### config.mk
export PLATFORM = sky130hd
export DESIGN_NAME = cosine_taylor_series_core
export DESIGN_NICKNAME = d
export VERILOG_FILES = /design/src/rtl/core/cts_pkg.sv /design/src/rtl/core/cts_mul.sv /design/src/rtl/core/cosine_taylor_series_core.sv
export SDC_FILE = /design/constraint.sdc
export NUM_CORES = 2
export LEC_CHECK = 0
export ABC_AREA = 1
export BUFFER_PORTS_ARGS = -buffer_cell sky130_fd_sc_hd__buf_2
export CELL_PAD_IN_SITES_DETAIL_PLACEMENT = 1
export CELL_PAD_IN_SITES_GLOBAL_PLACEMENT = 1
export CORE_UTILIZATION = 54
export DETAILED_ROUTE_END_ITERATION = 7
export PLACE_DENSITY_LB_ADDON = 0.08
export SLEW_MARGIN = 25
export SYNTH_ARGS = -nofsm -noshare
export SYNTH_HDL_FRONTEND = slang
export SYNTH_SLANG_ARGS = --single-unit
### constraint.sdc
create_clock -name clk -period 16 [get_ports clk]
set_input_delay 0.8 -clock clk [delete_from_list [all_inputs] [get_ports clk]]
set_output_delay 0.8 -clock clk [all_outputs]
set_load 0.005 [all_outputs]
### src/rtl/core/cts_pkg.sv
// Package for the cosine series core: fixed-point sizes, register indexes,
// reset values and the reciprocal table of (2n+1)(2n+2).
// Depends on nothing; used by every module in rtl/core.
package cts_pkg;

  localparam int FRAC_BITS     = 30;
  localparam int MAX_TERMS_DEF = 12;
  localparam int TABLE_DEPTH   = 16;

  localparam int MAG_W  = FRAC_BITS + 1;
  localparam int PROD_W = 2 * MAG_W;
  localparam int SUM_W  = FRAC_BITS + 3;

  localparam logic [63:0] ONE = 64'd1 << FRAC_BITS;

  localparam int X_W      = 31;
  localparam int SUM_OUT_W = 32;
  localparam int COUNT_W  = 4;
  localparam int EPS_W    = 31;
  localparam int PADDR_W  = 4;
  localparam int PDATA_W  = 32;

  localparam logic [1:0] REG_TERM_COUNT = 2'd0;
  localparam logic [1:0] REG_STOP_MODE  = 2'd1;
  localparam logic [1:0] REG_EPS        = 2'd2;

  localparam logic [COUNT_W-1:0] TERM_COUNT_RST = 4'd7;
  localparam logic               STOP_MODE_RST  = 1'b0;
  localparam logic [EPS_W-1:0]   EPS_RST        = 31'd107374;

  typedef logic [FRAC_BITS-1:0] recip_t;
  typedef logic [MAG_W-1:0]     mag_t;
  typedef logic [PROD_W-1:0]    prod_t;

  localparam recip_t RECIP_TABLE [TABLE_DEPTH] = '{
    FRAC_BITS'(ONE / 64'd2),   FRAC_BITS'(ONE / 64'd12),  FRAC_BITS'(ONE / 64'd30),
    FRAC_BITS'(ONE / 64'd56),  FRAC_BITS'(ONE / 64'd90),  FRAC_BITS'(ONE / 64'd132),
    FRAC_BITS'(ONE / 64'd182), FRAC_BITS'(ONE / 64'd240), FRAC_BITS'(ONE / 64'd306),
    FRAC_BITS'(ONE / 64'd380), FRAC_BITS'(ONE / 64'd462), FRAC_BITS'(ONE / 64'd552),
    FRAC_BITS'(ONE / 64'd650), FRAC_BITS'(ONE / 64'd756), FRAC_BITS'(ONE / 64'd870),
    FRAC_BITS'(ONE / 64'd992)
  };

endpackage

### src/rtl/core/cts_mul.sv
// Shared multiplier of the cosine series core, with a registered product.
// Depends on cts_pkg for the operand and product types.
module cts_mul (
  input  logic          clk,
  input  cts_pkg::mag_t op_a,
  input  cts_pkg::mag_t op_b,
  output cts_pkg::prod_t product
);
  import cts_pkg::*;

  always_ff @(posedge clk) begin
    product <= op_a * op_b;
  end

endmodule

### src/rtl/core/cosine_taylor_series_core.sv
// Cosine by its Maclaurin series: one argument in, one word out.
// Each term added costs two passes through the one shared multiplier and a sum update;
// the other steps square the argument, check the first term and load the output.
// A new word is taken only once the sequencer is back in idle.
// Synchronous reset clears the sequencer and the output valid and loads term_count 7,
// stop_mode 0, epsilon 107374.
module cosine_taylor_series_core #(
  parameter int MAX_TERMS = cts_pkg::MAX_TERMS_DEF
) (
  input  logic                          clk,
  input  logic                          rst,
  input  logic                          psel,
  input  logic                          penable,
  input  logic                          pwrite,
  input  logic [cts_pkg::PADDR_W-1:0]   paddr,
  input  logic [cts_pkg::PDATA_W-1:0]   pwdata,
  output logic [cts_pkg::PDATA_W-1:0]   prdata,
  output logic                          pready,
  input  logic                          in_valid,
  output logic                          in_stall,
  input  logic [cts_pkg::X_W-1:0]       x_value,
  output logic                          out_valid,
  input  logic                          out_stall,
  output logic signed [cts_pkg::SUM_OUT_W-1:0] cos_sum,
  output logic [cts_pkg::COUNT_W-1:0]   terms_used,
  output logic                          hit_limit
);
  import cts_pkg::*;

  localparam int CNT_W = $clog2(MAX_TERMS + 1);
  localparam logic [CNT_W-1:0] MAX_CNT = CNT_W'(MAX_TERMS);

  localparam logic [2:0] S_IDLE = 3'd0;
  localparam logic [2:0] S_SQ   = 3'd1;
  localparam logic [2:0] S_X2   = 3'd2;
  localparam logic [2:0] S_CHK  = 3'd3;
  localparam logic [2:0] S_M2   = 3'd4;
  localparam logic [2:0] S_UPD  = 3'd5;
  localparam logic [2:0] S_DONE = 3'd6;

  logic [COUNT_W-1:0] term_count;
  logic               stop_mode;
  logic [EPS_W-1:0]   eps_threshold;

  logic [2:0]              state;
  mag_t                    x_reg;
  mag_t                    x2;
  mag_t                    mag;
  logic signed [SUM_W-1:0] sum;
  logic                    negative;
  logic [CNT_W-1:0]        n;

  mag_t  op_a;
  mag_t  op_b;
  prod_t product;
  mag_t  prod_hi;

  logic               cfg_write;
  logic [CNT_W-1:0]   steps;
  logic               mag_above_eps;
  logic               stop;
  logic [63:0]        x_ext;
  logic signed [63:0] sum_ext;
  logic signed [SUM_OUT_W-1:0] sum_sat;

  assign pready    = 1'b1;
  assign cfg_write = psel & penable & pwrite & pready;
  assign in_stall  = (state != S_IDLE);

  always_ff @(posedge clk) begin
    if (rst) begin
      term_count    <= TERM_COUNT_RST;
      stop_mode     <= STOP_MODE_RST;
      eps_threshold <= EPS_RST;
    end else if (cfg_write) begin
      unique case (paddr[3:2])
        REG_TERM_COUNT: term_count    <= pwdata[COUNT_W-1:0];
        REG_STOP_MODE:  stop_mode     <= pwdata[0];
        REG_EPS:        eps_threshold <= pwdata[EPS_W-1:0];
        default: ;
      endcase
    end
  end

  always_comb begin
    unique case (paddr[3:2])
      REG_TERM_COUNT: prdata = PDATA_W'(term_count);
      REG_STOP_MODE:  prdata = PDATA_W'(stop_mode);
      REG_EPS:        prdata = PDATA_W'(eps_threshold);
      default:        prdata = '0;
    endcase
  end

  always_comb begin
    if (stop_mode) begin
      steps = MAX_CNT;
    end else if (32'(term_count) > 32'(MAX_TERMS)) begin
      steps = MAX_CNT;
    end else begin
      steps = CNT_W'(term_count);
    end
  end

  assign prod_hi       = product[2*FRAC_BITS:FRAC_BITS];
  assign mag_above_eps = 64'(mag) > 64'(eps_threshold);
  assign stop          = (n == steps) || (stop_mode && !mag_above_eps);
  assign x_ext         = (64'(x_value) > ONE) ? ONE : 64'(x_value);
  assign sum_ext       = 64'(sum);

  always_comb begin
    if (sum_ext > 64'sd2147483647) begin
      sum_sat = SUM_OUT_W'(64'sd2147483647);
    end else if (sum_ext < -64'sd2147483648) begin
      sum_sat = SUM_OUT_W'(-64'sd2147483648);
    end else begin
      sum_sat = SUM_OUT_W'(sum_ext);
    end
  end

  always_comb begin
    unique case (state)
      S_SQ: begin
        op_a = x_reg;
        op_b = x_reg;
      end
      S_CHK: begin
        op_a = mag;
        op_b = x2;
      end
      S_M2: begin
        op_a = prod_hi;
        op_b = MAG_W'(RECIP_TABLE[COUNT_W'(n)]);
      end
      default: begin
        op_a = '0;
        op_b = '0;
      end
    endcase
  end

  cts_mul u_mul (
    .clk     (clk),
    .op_a    (op_a),
    .op_b    (op_b),
    .product (product)
  );

  always_ff @(posedge clk) begin
    if (rst) begin
      state     <= S_IDLE;
      out_valid <= 1'b0;
    end else begin
      if (state == S_DONE && (!out_valid || !out_stall)) begin
        out_valid <= 1'b1;
      end else if (out_valid && !out_stall) begin
        out_valid <= 1'b0;
      end
      unique case (state)
        S_IDLE: begin
          if (in_valid) begin
            x_reg    <= MAG_W'(x_ext);
            mag      <= MAG_W'(ONE);
            sum      <= SUM_W'(ONE);
            negative <= 1'b0;
            n        <= '0;
            state    <= S_SQ;
          end
        end
        S_SQ: begin
          state <= S_X2;
        end
        S_X2: begin
          x2    <= prod_hi;
          state <= S_CHK;
        end
        S_CHK: begin
          state <= stop ? S_DONE : S_M2;
        end
        S_M2: begin
          state <= S_UPD;
        end
        S_UPD: begin
          mag      <= prod_hi;
          negative <= !negative;
          if (!negative) begin
            sum <= sum - $signed(SUM_W'(prod_hi));
          end else begin
            sum <= sum + $signed(SUM_W'(prod_hi));
          end
          n     <= n + 1'b1;
          state <= S_CHK;
        end
        S_DONE: begin
          if (!out_valid || !out_stall) begin
            cos_sum    <= sum_sat;
            terms_used <= COUNT_W'(n);
            hit_limit  <= stop_mode && (n == MAX_CNT) && mag_above_eps;
            state      <= S_IDLE;
          end
        end
        default: begin
          state <= S_IDLE;
        end
      endcase
    end
  end

endmodule

==> results.json <==
{
  "synth_warnings": 0,
  "cts_max_level": 1,
  "top_register": "sum",
  "synth_seq_area_share_pct": 14.9,
  "clock_skew_ns": 0.0118,
  "end_kind": "register",
  "gp_congestion": 1.00,
  "cts.clk_slew.worst_paths_ns": 0.07,
  "grt_usage_pct": 40.0,
  "n_fill_cell": 9641,
  "wire_per_inst_um": 25.4,
  "drtAntennaViolNets": 0,
  "drive_above_1_share_pct": 6.10,
  "fin_util_pct": 58.0,
  "grt_start_max_net_pins": 68,
  "antenna_found_initial": 4,
  "initial_utilization_pct": 54.8,
  "largest_register_ff_count": 33,
  "powerDensity_mw_per_mm2": 77.1,
  "portBuffers": 140,
  "critPathMaxStageDelay_ns": 1.11,
  "crit_arrival_ns": 10.92,
  "cp_slowest_cell": "clkinv_1",
  "dieWidth_um": 286,
  "cpMostUsedCell": "inv_1",
  "routed_via_density": 5.82,
  "clk_root_buffer_cell": "clkbuf_16",
  "numCtsBuffers": 23,
  "overflow": 0,
  "relSlewSlack_pct": 26.1,
  "drt_iter0_markers": 2825,
  "ctsHoldBuffers": 0,
  "syn_nets": 6429,
  "nets": 6466,
  "vias": 36700,
  "ys_ff_latch": 239,
  "boundaryPins": 146,
  "drv_slew": 0,
  "leakagePower_uw": 0.0227,
  "grt_pass1_vias": 40200,
  "setup_tns_ns": 0,
  "critPathMaxFanout": 24,
  "drc": 0,
  "outcome": "finished, final reports clean",
  "ys_types": 62,
  "ys_async_sr_fraction_pct": 0,
  "syn_area_per_cell_um2": 8.37,
  "worst-setup-path-type": "reg2reg",
  "fmax_mhz": 95.3,
  "irDropWorstVdd_mv": 0.0796,
  "synth-main-ff-cell": "edfxtp_1",
  "stdcell_area_mm2": 0.0460,
  "period_share_pct": 65.6,
  "cts_resized": 0,
  "hold_violations": 0,
  "placed_area_mm2": 0.0452,
  "maxCapViolations": 0,
  "cp.required_ns": 16.43,
  "cts_tree": "yes",
  "grt_pass1_wl_um": 242000,
  "setup_violations": 0,
  "cts_setup_buffers": 0,
  "top_regs": "sum x33, cos_sum x32",
  "dp_hpwl_um": 129000,
  "clock_sink_count": 239,
  "clk_path_buf_depth": 3,
  "syn_area_mm2": 0.0435,
  "netlist_instances": 5197,
  "dr.pass1.iters": 5,
  "worst_pin_slew_ns": 1.11,
  "area_growth_pct": 5.81,
  "finalCriticalPeriod_ns": 10.49,
  "rows": 103,
  "rsz0062_at_grt": "false",
  "synth-edff-count": 168,
  "drt_wl_total_um": 160000,
  "fp.dieH_um": 286,
  "dieArea_mm2": 0.0817,
  "coreArea_mm2": 0.0794,
  "critical_path.startpoint_type": "register",
  "clk_latency_ns": 0.54,
  "hp-class": "in2reg"
}
==> synthesized netlist by cell type, types with 8 or more instances <==
cell         n  share of area (%)
xnor2_1      8               0.16
nor3_1      33               0.38
nand4_1     25               0.36
a22oi_1     10               0.17
nor2_2      11               0.16
o21ai_0    180                2.1
nand3_1     71               0.82
inv_1     1116                9.6
fa_1       836                 38
buf_4        8               0.14
a21oi_1    230                2.6
a31oi_1      8               0.12
nand2_1    878                7.6
clkbuf_1    85               0.73
dfxtp_1     71                3.3
a22o_1       9               0.18
inv_2       11              0.095
edfxtp_1   168                 12
nor2_1     805                6.9
ha_1       322                9.3
nor4_1      15               0.22
buf_2       98                1.1
xor2_1      47               0.95
o21a_1      26               0.45
clkinv_1     9              0.078
o211ai_1    17               0.29
==> per-layer routing <==
layer,global-route usage [%],vias up,wire length [µm]
met3,7.93,450,13500
met1,51.5,19000,62500
li1,-,15700,-
met2,64.7,1536,74500
met5,0,-,28
met4,19.9,4,9350
==> placed cells by master, fill, tap and decap left out, types with 8 or more instances in the layout <==
cell / synthesis / final
o21a_1: 26 / 26
nor4_1: 15 / 14
xnor2_1: 8 / 8
a21oi_1: 230 / 227
clkinv_1: 9 / 12
nor2_1: 805 / 800
fa_1: 836 / 836
xor2_1: 47 / 47
nor2_2: 11 / 14
inv_2: 11 / 16
a22oi_1: 10 / 10
buf_2: 98 / 140
o21ai_0: 180 / 180
ha_1: 322 / 322
nand4_1: 25 / 25
clkbuf_16: 0 / 24
inv_1: 1116 / 1109
o211ai_1: 17 / 17
nor3_1: 33 / 32
dfxtp_1: 71 / 71
a22o_1: 9 / 9
nand2_1: 878 / 877
edfxtp_1: 168 / 168
buf_4: 8 / 70
nand3_1: 71 / 71
==> report_power, final <==
group | switching, µW | internal [µW] | total (µW)
Sequential | 91.9 | 734 | 826
Combinational | 1460 | 644 | 2110
Clock | 267 | 346 | 614
==> critical path, delay by kind of cell (launching register included) <==
kind	cells	cell delay (ns)
compound gates	5	1.21
fa+ha+maj	10	4.58
buf+inv	10	2.24
flops	1	0.69
simple gates	9	1.61
==> through the flow <==
| stage | setup WS, ns | total power [µW] | cells | hold slack, ns |
|---|---|---|---|---|
| floorplan | 8.47 | 2080 | 5197 | 0.421 |
| global placement | 6.32 | 2800 | 6259 | 0.473 |
| detailed placement | 6.02 | 2880 | 6259 | 0.480 |
| CTS | 5.94 | 3500 | 6300 | 0.465 |
| global route | 5.13 | 3750 | 6300 | 0.477 |
| finish | 5.51 | 3550 | 6302 | 0.477 |
==> path summary, 6_finish.rpt <==
check,from,cells past startpoint,end,slack (ns)
worst min-delay path,pwdata[9],3,eps_threshold[9]$_SDFFE_PP1P_,0.48
worst max-delay path,n[1]$_SDFFCE_PP0P_,34,u_mul.product[59]$_DFF_P_,5.51
worst min register to register,out_valid$_SDFFE_PP0P_,2,out_valid$_SDFFE_PP0P_,0.49
worst max register to register,n[1]$_SDFFCE_PP0P_,34,u_mul.product[59]$_DFF_P_,5.51
==> final cells by class <==
class	instances	area, µm²	share of cell area [%]
multi-input cells	3622	31900	69.4
flip-flops and latches	239	6470	14.0
inverters	1138	4280	9.30
well taps	1050	1310	2.85
repair buffers	210	1230	2.66
clock buffers	27	623	1.35
clock inverters	14	186	0.405
diodes	2	5.00	0.0109
==> kinds of logic after synthesis <==
| logic type | Yosys count | share of synthesized area (%) |
|---|---|---|
| AO/OA/AOI/OAI | 543 | 7.35 |
| XOR/XNOR | 55 | 1.11 |
| adder cells (fa/ha/maj) | 1158 | 47.7 |
| buffers and inverters | 1336 | 11.9 |
| flip-flops | 239 | 14.9 |
| other | 2 | 0.0173 |
| AND/OR/NAND/NOR | 1864 | 17.0 |
(Power assumes the default switching activity.)
